**src/rtl/header_length_checksum_packet_parser_defines.svh**
```systemverilog
// ----------------------------------------------------------------------------
// header_length_checksum_packet_parser_defines
// assertion macros used by the parser rtl
// ----------------------------------------------------------------------------
`ifndef HEADER_LENGTH_CHECKSUM_PACKET_PARSER_DEFINES_SVH
`define HEADER_LENGTH_CHECKSUM_PACKET_PARSER_DEFINES_SVH

// checked on every clock edge outside reset
`define HLCP_ASSERT(label, clk, rst_n, prop, msg) \
    label: assert property (@(posedge clk) disable iff (!(rst_n)) prop) \
        else $error(msg);

// checked on every clock edge, reset included
`define HLCP_ASSERT_ALWAYS(label, clk, prop, msg) \
    label: assert property (@(posedge clk) prop) else $error(msg);

`endif

```
**src/rtl/hlcp_pkg.sv**
```systemverilog
// ----------------------------------------------------------------------------
// hlcp_pkg
// types and constants of the header/length/checksum packet parser
// ----------------------------------------------------------------------------
package hlcp_pkg;

    localparam int unsigned APB_ADDR_W = 4;
    localparam int unsigned APB_DATA_W = 32;

    localparam logic [1:0] REG_HEADER_BYTE = 2'd0;
    localparam logic [1:0] REG_MIN_LENGTH  = 2'd1;
    localparam logic [1:0] REG_MAX_LENGTH  = 2'd2;

    localparam logic [7:0] RST_HEADER_BYTE = 8'd255;
    localparam logic [8:0] RST_MIN_LENGTH  = 9'd6;
    localparam logic [8:0] RST_MAX_LENGTH  = 9'd259;

    localparam logic [1:0] ST_BUSY   = 2'd0;
    localparam logic [1:0] ST_GOOD   = 2'd1;
    localparam logic [1:0] ST_BADSUM = 2'd2;

    localparam logic [8:0] SYNC_BYTES = 9'd2;
    localparam logic [8:0] LEN_POS    = 9'd3;
    localparam logic [8:0] CHECK_POS  = 9'd4;
    localparam logic [8:0] LEN_OFFSET = 9'd4;

    typedef struct packed {
        logic [7:0] header_byte;
        logic [8:0] min_packet_length;
        logic [8:0] max_packet_length;
    } t_cfg;

endpackage

```
**src/rtl/hlcp_rx_if.sv**
```systemverilog
// ----------------------------------------------------------------------------
// hlcp_rx_if
// received byte channel, one byte per transfer
// ----------------------------------------------------------------------------
interface hlcp_rx_if;
    logic       valid;
    logic       ready;
    logic [7:0] rx_byte;

    modport source (output valid, output rx_byte, input ready);
    modport sink (input valid, input rx_byte, output ready);
endinterface

```
**src/rtl/hlcp_res_if.sv**
```systemverilog
// ----------------------------------------------------------------------------
// hlcp_res_if
// parser result channel, one result per received byte
// ----------------------------------------------------------------------------
interface hlcp_res_if;
    logic       valid;
    logic       ready;
    logic [7:0] byte_echo;
    logic       kept;
    logic [8:0] byte_position;
    logic [1:0] status;
    logic [8:0] packet_length;

    modport source (
        output valid, output byte_echo, output kept, output byte_position,
        output status, output packet_length, input ready
    );
    modport sink (
        input valid, input byte_echo, input kept, input byte_position,
        input status, input packet_length, output ready
    );
endinterface

```
**src/rtl/hlcp_cfg_regs.sv**
```systemverilog
// ----------------------------------------------------------------------------
// hlcp_cfg_regs
// apb register file: header byte and packet length limits
// ----------------------------------------------------------------------------
module hlcp_cfg_regs (
    input  logic                               i_clk,
    input  logic                               i_rst_n,
    input  logic                               psel,
    input  logic                               penable,
    input  logic                               pwrite,
    input  logic [hlcp_pkg::APB_ADDR_W-1:0]    paddr,
    input  logic [hlcp_pkg::APB_DATA_W-1:0]    pwdata,
    output logic [hlcp_pkg::APB_DATA_W-1:0]    prdata,
    output logic                               pready,
    output hlcp_pkg::t_cfg                     o_cfg
);

    hlcp_pkg::t_cfg r_cfg;
    logic           wr_en;
    logic [1:0]     reg_idx;

    assign pready  = 1'b1;
    assign wr_en   = psel && penable && pwrite && pready;
    assign reg_idx = paddr[3:2];
    assign o_cfg   = r_cfg;

    always_ff @(posedge i_clk) begin
        if (!i_rst_n) begin
            r_cfg.header_byte       <= hlcp_pkg::RST_HEADER_BYTE;
            r_cfg.min_packet_length <= hlcp_pkg::RST_MIN_LENGTH;
            r_cfg.max_packet_length <= hlcp_pkg::RST_MAX_LENGTH;
        end else if (wr_en) begin
            unique case (reg_idx)
                hlcp_pkg::REG_HEADER_BYTE: r_cfg.header_byte       <= pwdata[7:0];
                hlcp_pkg::REG_MIN_LENGTH:  r_cfg.min_packet_length <= pwdata[8:0];
                hlcp_pkg::REG_MAX_LENGTH:  r_cfg.max_packet_length <= pwdata[8:0];
                default: begin
                end
            endcase
        end
    end

    always_comb begin
        prdata = '0;
        unique case (reg_idx)
            hlcp_pkg::REG_HEADER_BYTE: prdata[7:0] = r_cfg.header_byte;
            hlcp_pkg::REG_MIN_LENGTH:  prdata[8:0] = r_cfg.min_packet_length;
            hlcp_pkg::REG_MAX_LENGTH:  prdata[8:0] = r_cfg.max_packet_length;
            default:                   prdata      = '0;
        endcase
    end

endmodule

```
**src/rtl/header_length_checksum_packet_parser.sv**
```systemverilog
// ----------------------------------------------------------------------------
// header_length_checksum_packet_parser
// sync/id/length framed packet parser with inverted-sum checksum
// ----------------------------------------------------------------------------
// Takes one received byte per transfer and returns exactly one result per
// byte: the byte echoed, whether it belongs to the current packet and at
// which position, and on the checksum byte a good or bad status, with the
// total length when good. A byte is taken every clock cycle unless stalled;
// its result appears on the output in the next cycle, held in a single
// result register, and the input keeps accepting while that register is
// free or being emptied in the same cycle. The header byte and the length
// limits are set over the APB port (0x0 header, 0x4 min length, 0x8 max
// length) and should only be written while no packet is in flight.
// ----------------------------------------------------------------------------
`include "header_length_checksum_packet_parser_defines.svh"

module header_length_checksum_packet_parser (
    input  logic                               i_clk,
    input  logic                               i_rst_n,
    hlcp_rx_if.sink                            i_rx,
    hlcp_res_if.source                         o_res,
    input  logic                               psel,
    input  logic                               penable,
    input  logic                               pwrite,
    input  logic [hlcp_pkg::APB_ADDR_W-1:0]    paddr,
    input  logic [hlcp_pkg::APB_DATA_W-1:0]    pwdata,
    output logic [hlcp_pkg::APB_DATA_W-1:0]    prdata,
    output logic                               pready
);

    hlcp_pkg::t_cfg cfg;

    hlcp_cfg_regs u_cfg_regs (
        .i_clk   (i_clk),
        .i_rst_n (i_rst_n),
        .psel    (psel),
        .penable (penable),
        .pwrite  (pwrite),
        .paddr   (paddr),
        .pwdata  (pwdata),
        .prdata  (prdata),
        .pready  (pready),
        .o_cfg   (cfg)
    );

    // parser state
    logic [8:0] r_count, n_count;
    logic [8:0] r_exp_len, n_exp_len;
    logic [7:0] r_sum, n_sum;

    // result register
    logic       r_valid;
    logic [7:0] r_echo;
    logic       r_kept, n_kept;
    logic [8:0] r_position, n_position;
    logic [1:0] r_status, n_status;
    logic [8:0] r_plen, n_plen;

    logic       in_fire;
    logic [7:0] c;
    logic [8:0] next_pos;
    logic       len_bad;

    assign i_rx.ready = !r_valid || o_res.ready;
    assign in_fire    = i_rx.valid && i_rx.ready;
    assign c          = i_rx.rx_byte;
    assign next_pos   = r_count + 9'd1;
    assign len_bad    = (r_count == hlcp_pkg::CHECK_POS) &&
                        ((r_exp_len < cfg.min_packet_length) ||
                         (r_exp_len > cfg.max_packet_length));

    always_comb begin
        n_count    = r_count;
        n_exp_len  = r_exp_len;
        n_sum      = r_sum;
        n_kept     = 1'b0;
        n_position = '0;
        n_status   = hlcp_pkg::ST_BUSY;
        n_plen     = '0;
        if (r_count < hlcp_pkg::SYNC_BYTES) begin
            if (c == cfg.header_byte) begin
                n_kept     = 1'b1;
                n_position = r_count;
                n_count    = next_pos;
                n_sum      = '0;
            end else begin
                n_count   = '0;
                n_exp_len = '0;
                n_sum     = '0;
            end
        end else if (r_count <= hlcp_pkg::LEN_POS) begin
            n_kept     = 1'b1;
            n_position = r_count;
            n_count    = next_pos;
            n_sum      = r_sum + c;
            if (r_count == hlcp_pkg::LEN_POS) begin
                n_exp_len = {1'b0, c} + hlcp_pkg::LEN_OFFSET;
            end
        end else if (len_bad) begin
            n_count   = '0;
            n_exp_len = '0;
            n_sum     = '0;
        end else begin
            n_kept     = 1'b1;
            n_position = r_count;
            if (next_pos < r_exp_len) begin
                n_count = next_pos;
                n_sum   = r_sum + c;
            end else begin
                // checksum byte closes the packet
                if (~r_sum == c) begin
                    n_status = hlcp_pkg::ST_GOOD;
                    n_plen   = next_pos;
                end else begin
                    n_status = hlcp_pkg::ST_BADSUM;
                end
                n_count   = '0;
                n_exp_len = '0;
                n_sum     = '0;
            end
        end
    end

    always_ff @(posedge i_clk) begin
        if (!i_rst_n) begin
            r_count   <= '0;
            r_exp_len <= '0;
            r_sum     <= '0;
            r_valid   <= 1'b0;
        end else begin
            if (in_fire) begin
                r_count   <= n_count;
                r_exp_len <= n_exp_len;
                r_sum     <= n_sum;
                r_valid   <= 1'b1;
            end else if (o_res.ready) begin
                r_valid <= 1'b0;
            end
        end
    end

    always_ff @(posedge i_clk) begin
        if (in_fire) begin
            r_echo     <= c;
            r_kept     <= n_kept;
            r_position <= n_position;
            r_status   <= n_status;
            r_plen     <= n_plen;
        end
    end

    assign o_res.valid         = r_valid;
    assign o_res.byte_echo     = r_echo;
    assign o_res.kept          = r_kept;
    assign o_res.byte_position = r_position;
    assign o_res.status        = r_status;
    assign o_res.packet_length = r_plen;

    // a packet in its body always has bytes still to come
    `HLCP_ASSERT(a_body_below_total, i_clk, i_rst_n, (r_count > hlcp_pkg::CHECK_POS) |-> (r_count < r_exp_len), "count reached expected length without completing")
    // any completion returns the parser to idle
    `HLCP_ASSERT(a_idle_after_done, i_clk, i_rst_n, (in_fire && (n_status != hlcp_pkg::ST_BUSY)) |=> ((r_count == '0) && (r_sum == '0)), "parser not idle after packet end")
    // a good packet reports a length one past the checksum position
    `HLCP_ASSERT(a_good_length, i_clk, i_rst_n, (r_valid && (r_status == hlcp_pkg::ST_GOOD)) |-> (r_kept && (r_plen == r_position + 9'd1)), "good packet length mismatch")

endmodule
```
**src/flat_wrapper.sv**
```systemverilog
// flat-port wrapper written by rule: the top's interface ports become plain ports
module header_length_checksum_packet_parser_flat 
  (i_clk, i_rst_n, psel, penable, pwrite, paddr, pwdata, prdata, pready, i_rx_valid, i_rx_rx_byte, i_rx_ready, o_res_valid, o_res_byte_echo, o_res_kept, o_res_byte_position, o_res_status, o_res_packet_length, o_res_ready);
  hlcp_rx_if i_rx_i ();
  hlcp_res_if o_res_i ();
  input  logic i_clk;
  input  logic i_rst_n;
  input  logic psel;
  input  logic penable;
  input  logic pwrite;
  input  logic [hlcp_pkg::APB_ADDR_W-1:0] paddr;
  input  logic [hlcp_pkg::APB_DATA_W-1:0] pwdata;
  output logic [hlcp_pkg::APB_DATA_W-1:0] prdata;
  output logic pready;
  input wire logic [$bits(i_rx_i.valid)-1:0] i_rx_valid;
  input wire logic [$bits(i_rx_i.rx_byte)-1:0] i_rx_rx_byte;
  output wire logic [$bits(i_rx_i.ready)-1:0] i_rx_ready;
  output wire logic [$bits(o_res_i.valid)-1:0] o_res_valid;
  output wire logic [$bits(o_res_i.byte_echo)-1:0] o_res_byte_echo;
  output wire logic [$bits(o_res_i.kept)-1:0] o_res_kept;
  output wire logic [$bits(o_res_i.byte_position)-1:0] o_res_byte_position;
  output wire logic [$bits(o_res_i.status)-1:0] o_res_status;
  output wire logic [$bits(o_res_i.packet_length)-1:0] o_res_packet_length;
  input wire logic [$bits(o_res_i.ready)-1:0] o_res_ready;
  assign i_rx_i.valid = i_rx_valid;
  assign i_rx_i.rx_byte = i_rx_rx_byte;
  assign i_rx_ready = i_rx_i.ready;
  assign o_res_valid = o_res_i.valid;
  assign o_res_byte_echo = o_res_i.byte_echo;
  assign o_res_kept = o_res_i.kept;
  assign o_res_byte_position = o_res_i.byte_position;
  assign o_res_status = o_res_i.status;
  assign o_res_packet_length = o_res_i.packet_length;
  assign o_res_i.ready = o_res_ready;
  header_length_checksum_packet_parser u_core (.i_clk(i_clk), .i_rst_n(i_rst_n), .i_rx(i_rx_i), .o_res(o_res_i), .psel(psel), .penable(penable), .pwrite(pwrite), .paddr(paddr), .pwdata(pwdata), .prdata(prdata), .pready(pready));
endmodule
```
**config.mk**
```make
export PLATFORM = sky130hd
export DESIGN_NAME = header_length_checksum_packet_parser_flat
export DESIGN_NICKNAME = d
export VERILOG_FILES = /design/src/rtl/hlcp_pkg.sv /design/src/rtl/hlcp_rx_if.sv /design/src/rtl/hlcp_res_if.sv /design/src/rtl/hlcp_cfg_regs.sv /design/src/rtl/header_length_checksum_packet_parser.sv /design/src/flat_wrapper.sv
export VERILOG_INCLUDE_DIRS = /design/src /design/src/rtl
export SDC_FILE = /design/constraint.sdc
export NUM_CORES = 1
export LEC_CHECK = 0
export BUFFER_PORTS_ARGS = -buffer_cell sky130_fd_sc_hd__buf_2
export CORE_UTILIZATION = 50
export DETAILED_ROUTE_END_ITERATION = 7
export HOLD_SLACK_MARGIN = 0.12
export PLACE_DENSITY = 0.75
export SYNTH_ARGS = -nofsm -noshare
export SYNTH_HDL_FRONTEND = slang
export SYNTH_HIERARCHICAL = 1
export SYNTH_SLANG_ARGS = --single-unit
```
**constraint.sdc**
```tcl
create_clock -name i_clk -period 4.3 [get_ports i_clk]
set_input_delay 0 -clock i_clk [delete_from_list [all_inputs] [get_ports i_clk]]
set_output_delay 0 -clock i_clk [all_outputs]
set_load 0.03 [all_outputs]
```
==> impl_metrics.csv <==
group,metric,value,unit
status,status,"complete, no violations",
min_path,hp-class,"in2reg",
power,netSwitchingFraction,26.8,%
floorplanning,num_rows,35,
logic_synthesis,synthCells,518,
critical_path,cp-startpoint,"u_core/r_count[0]",
detailed_routing,met1_length,4.82,mm
floorplanning,core_area,9370,um2
layout,stdcell_area,5580,um2
logic_synthesis,ys_warn_count,6,
logic_synthesis,ys_types,57,
clock_tree,ctsResizeCount,0,
layout,areaGrowthSynthToFinish,13.4,%
critical_path,reg2reg_from,"u_core/r_count[0]",
detailed_routing,routed.top_layer,"met4",
sta,rsz0062_at_grt,"false",
clock_tree,clock_latency,350,ps
critical_path,cp-start-kind,"register",
logic_synthesis,yosysMostFrequentCell,"nand2_1",
floorplanning,initial_utilization,52.5,%
detailed_routing,route.met2.wl,5.13,mm
layout,multi_input_area,2570,um2
power,peakVddDrop,0.251,mV
logic_synthesis,ys_seq_area_share,39.3,%
clock_tree,cts_tree,"done",
critical_path,crit_family,"compound AO/OA/AOI/OAI gates",
grt,grt_pass1_wl,17.8,mm
layout,drive_above_1_share,15.0,%
sta,fin_crit,3650,ps
power,combPwrFrac,12.9,%
min_path,hold_start,"penable",
layout,antenna_cells,0,
floorplanning,die_h,101,um
flow_run,max_cap_viol_count,0,
critical_path,cp.required,4520,ps
placed_design,numPortBuffers,65,
power,powerDensity,298,nW/um2
clock_tree,clockBufferDepth,2,
logic_synthesis,ys_seq_elements,82,
clock_tree,clkSinkCount,82,
sta,slew_violations,0,
power,p_int,1.22,mW
placed_design,postPlaceCellArea,5150,um2
sta,min_period_over_period,84.8,%
clock_tree,htreeDepth,3,
grt,grt_antenna_before_repair,0,
grt,globalRouteOverflowTotal,0,
sta,hold_violations,0,
clock_tree,cts-root-buf,"clkbuf_8",
layout,fin_nets,680,
logic_synthesis,synth_top_cell_area_share,21.6,%
power,seq_power_share,49.6,%
sta,skew,11.4,ps
power,leakage,2.43,nW
detailed_routing,via_count,4014,
critical_path,slowest_stage,"o41ai_1",
critical_path,path_cells,"ha_1 -> nand3_1 -> nor2_1 -> and3_1 -> xnor2_1 -> inv_1 -> ha_1 -> nand2_1 -> o41ai_1 -> inv_1 -> a221o_1 -> mux2i_1",
grt,grt_pass1_vias,3796,
logic_synthesis,synth_area,4920,um2
detailed_routing,routed_wl,10.9,mm
logic_synthesis,synth_area_leader_cell,"dfxtp_1",
sta,max_slew.worst_pin.slew,932,ps
critical_path,cpPeakStageDelay,720,ps
logic_synthesis,yosys-top-cells-count,"58 x nand2_1, 53 x dfxtp_1, 41 x ha_1",
sta,slew_headroom,37.9,%
detailed_routing,ant_nets,0,
grt,grt_usage,22.4,%
clock_tree,cts.clk_slew.worst_paths,90,ps
logic_synthesis,synth_area_leaders,"dfxtp_1 22%, edfxtp_1 18%, ha_1 10%",
placed_design,dp_hpwl,7.78,mm
sta,setup_viol,0,
logic_synthesis,post_synth.cell_area_avg,9.50,um2
sta,clock.fmax,274,MHz
detailed_routing,wl_per_cell,15.2,um
sta,finalSetupTns,0,ps
floorplanning,io_pins,115,
power,p_clk_share,37.5,%
clock_tree,numCtsBuffers,9,
floorplanning,dieWidth,101,um
logic_synthesis,async_flop_share,0,%
layout,fillers,811,
logic_synthesis,synth-edff-count,29,
logic_synthesis,synthFlopType,"dfxtp_1",
detailed_routing,drt_pass1_iterations,5,
critical_path,worst_ep_arrival_time,3860,ps
detailed_routing,vias_per_cell,5.57,
detailed_routing,drt-initial-drc-count,283,
placed_design,gp_congestion,0.828,
critical_path,crit_fanout,10,
critical_path,cp_num_buf_inv,2,
grt,grt_max_degree,59,
critical_path,criticalPathCategory,"reg2reg",
critical_path,endpoint_kind,"register",
floorplanning,fp.dieArea,10200,um2
layout,layout.area.seq,1930,um2
detailed_routing,drc,0,
power,p_sw,0.446,mW
detailed_routing,routed-wl-met3,635,um
## power by group through the flow
stage / combinational, mW / sequential [mW] / clock [mW]
after floorplan: 0.133 / 0.873 / 0
after global placement: 0.195 / 0.843 / 0
after detailed placement: 0.198 / 0.844 / 0
after CTS: 0.212 / 0.825 / 0.640
after global routing: 0.229 / 0.828 / 0.668
final: 0.214 / 0.825 / 0.624
## worst register-to-register path, cell delays in order, from the launching register on
cell     delay (ps)
dfxtp_1         520
ha_1            210
nand3_1         100
nor2_1          260
and3_1          210
xnor2_1         160
inv_1            80
ha_1            290
nand2_1          70
o41ai_1         720
inv_1            90
a221o_1         590
mux2i_1         210
## state kept, by name, indices dropped and copies added, names as in the netlist
name	flops
u_core/u_cfg_regs/o_cfg	26
u_core/o_res.byte_position	9
u_core/o_res.packet_length	9
u_core/r_count	9
u_core/r_exp_len	9
u_core/o_res.byte_echo	8
u_core/r_sum	8
u_core/o_res.status	2
u_core/o_res.kept	1
u_core/o_res.valid	1
## per-layer routing
layer	up-vias	GRT usage (%)
li1	1897	-
met1	1905	28.9
met2	175	36.3
met3	37	3.86
met4	0	11.4
met5	-	0
## final cells by class
cell class / instances / share of cell area, %
Inverter: 41 / 2.76
Tap cell: 129 / 2.89
Sequential cell: 82 / 34.6
Timing Repair Buffer: 86 / 9.55
Multi-Input combinational cell: 367 / 46.1
Clock buffer: 9 / 2.22
Clock inverter: 7 / 1.82
## placed cells by master, fill, tap and decap left out, drive strengths merged, types with 3 or more instances in the layout
master / n
a21o: 5
a21oi: 19
a222oi: 8
a22oi: 6
and3: 6
and4: 5
buf: 66
clkbuf: 9
clkinv: 4
conb: 24
dfxtp: 53
dlygate4sd3: 20
edfxtp: 29
ha: 41
inv: 42
mux2i: 35
nand2: 58
nand2b: 4
nand3: 8
nand4: 14
nor2: 35
nor2b: 27
nor3: 4
nor4: 4
o211ai: 3
o21ai: 10
xnor2: 11
xor2: 15
## worst paths after layout
| check | end | cells past startpoint | slack (ps) |
|---|---|---|---|
| setup reg to reg | u_core/r_exp_len[0] | 12 | 650 |
| hold / removal | u_core/u_cfg_regs/o_cfg[4] | 3 | 140 |
| hold reg to reg | u_core/r_sum[5] | 2 | 460 |
| setup / recovery | u_core/r_exp_len[0] | 12 | 650 |
## through the flow
step	util (%)	hold WS, ps	cells	power [mW]	setup WS, ps
3_3_place_gp	55.0	252	685	1.04	822
3_5_place_dp	55.0	261	685	1.04	704
5_1_grt	59.5	146	721	1.73	408
6_report	59.5	141	721	1.66	652
4_1_cts	59.5	124	721	1.68	684
2_1_floorplan	-	98.9	540	1.01	1230
## cell families (layout without fill, tap and decap cells)
family                   count (synthesis)  count (layout)  synth area share [%]
flip-flops                              82              82                  39.3
AO/OA/AOI/OAI                           66              66                  9.85
other                                    2              24                 0.153
adder cells (fa/ha/maj)                 42              42                  10.8
AND/OR/NAND/NOR                        174             174                  18.1
XOR/XNOR                                26              26                  4.63
multiplexers                            35              35                  7.12
buffers and inverters                   91             143                  10.1
## repair_timing
| item | 4_1_cts | 5_1_grt |
|---|---|---|
| hold buffers | 20 | 0 |
| buffers inserted | 0 | 0 |
| endpoints found under the hold margin | 42 | 0 |
Power figures use the tool's default switching activity.
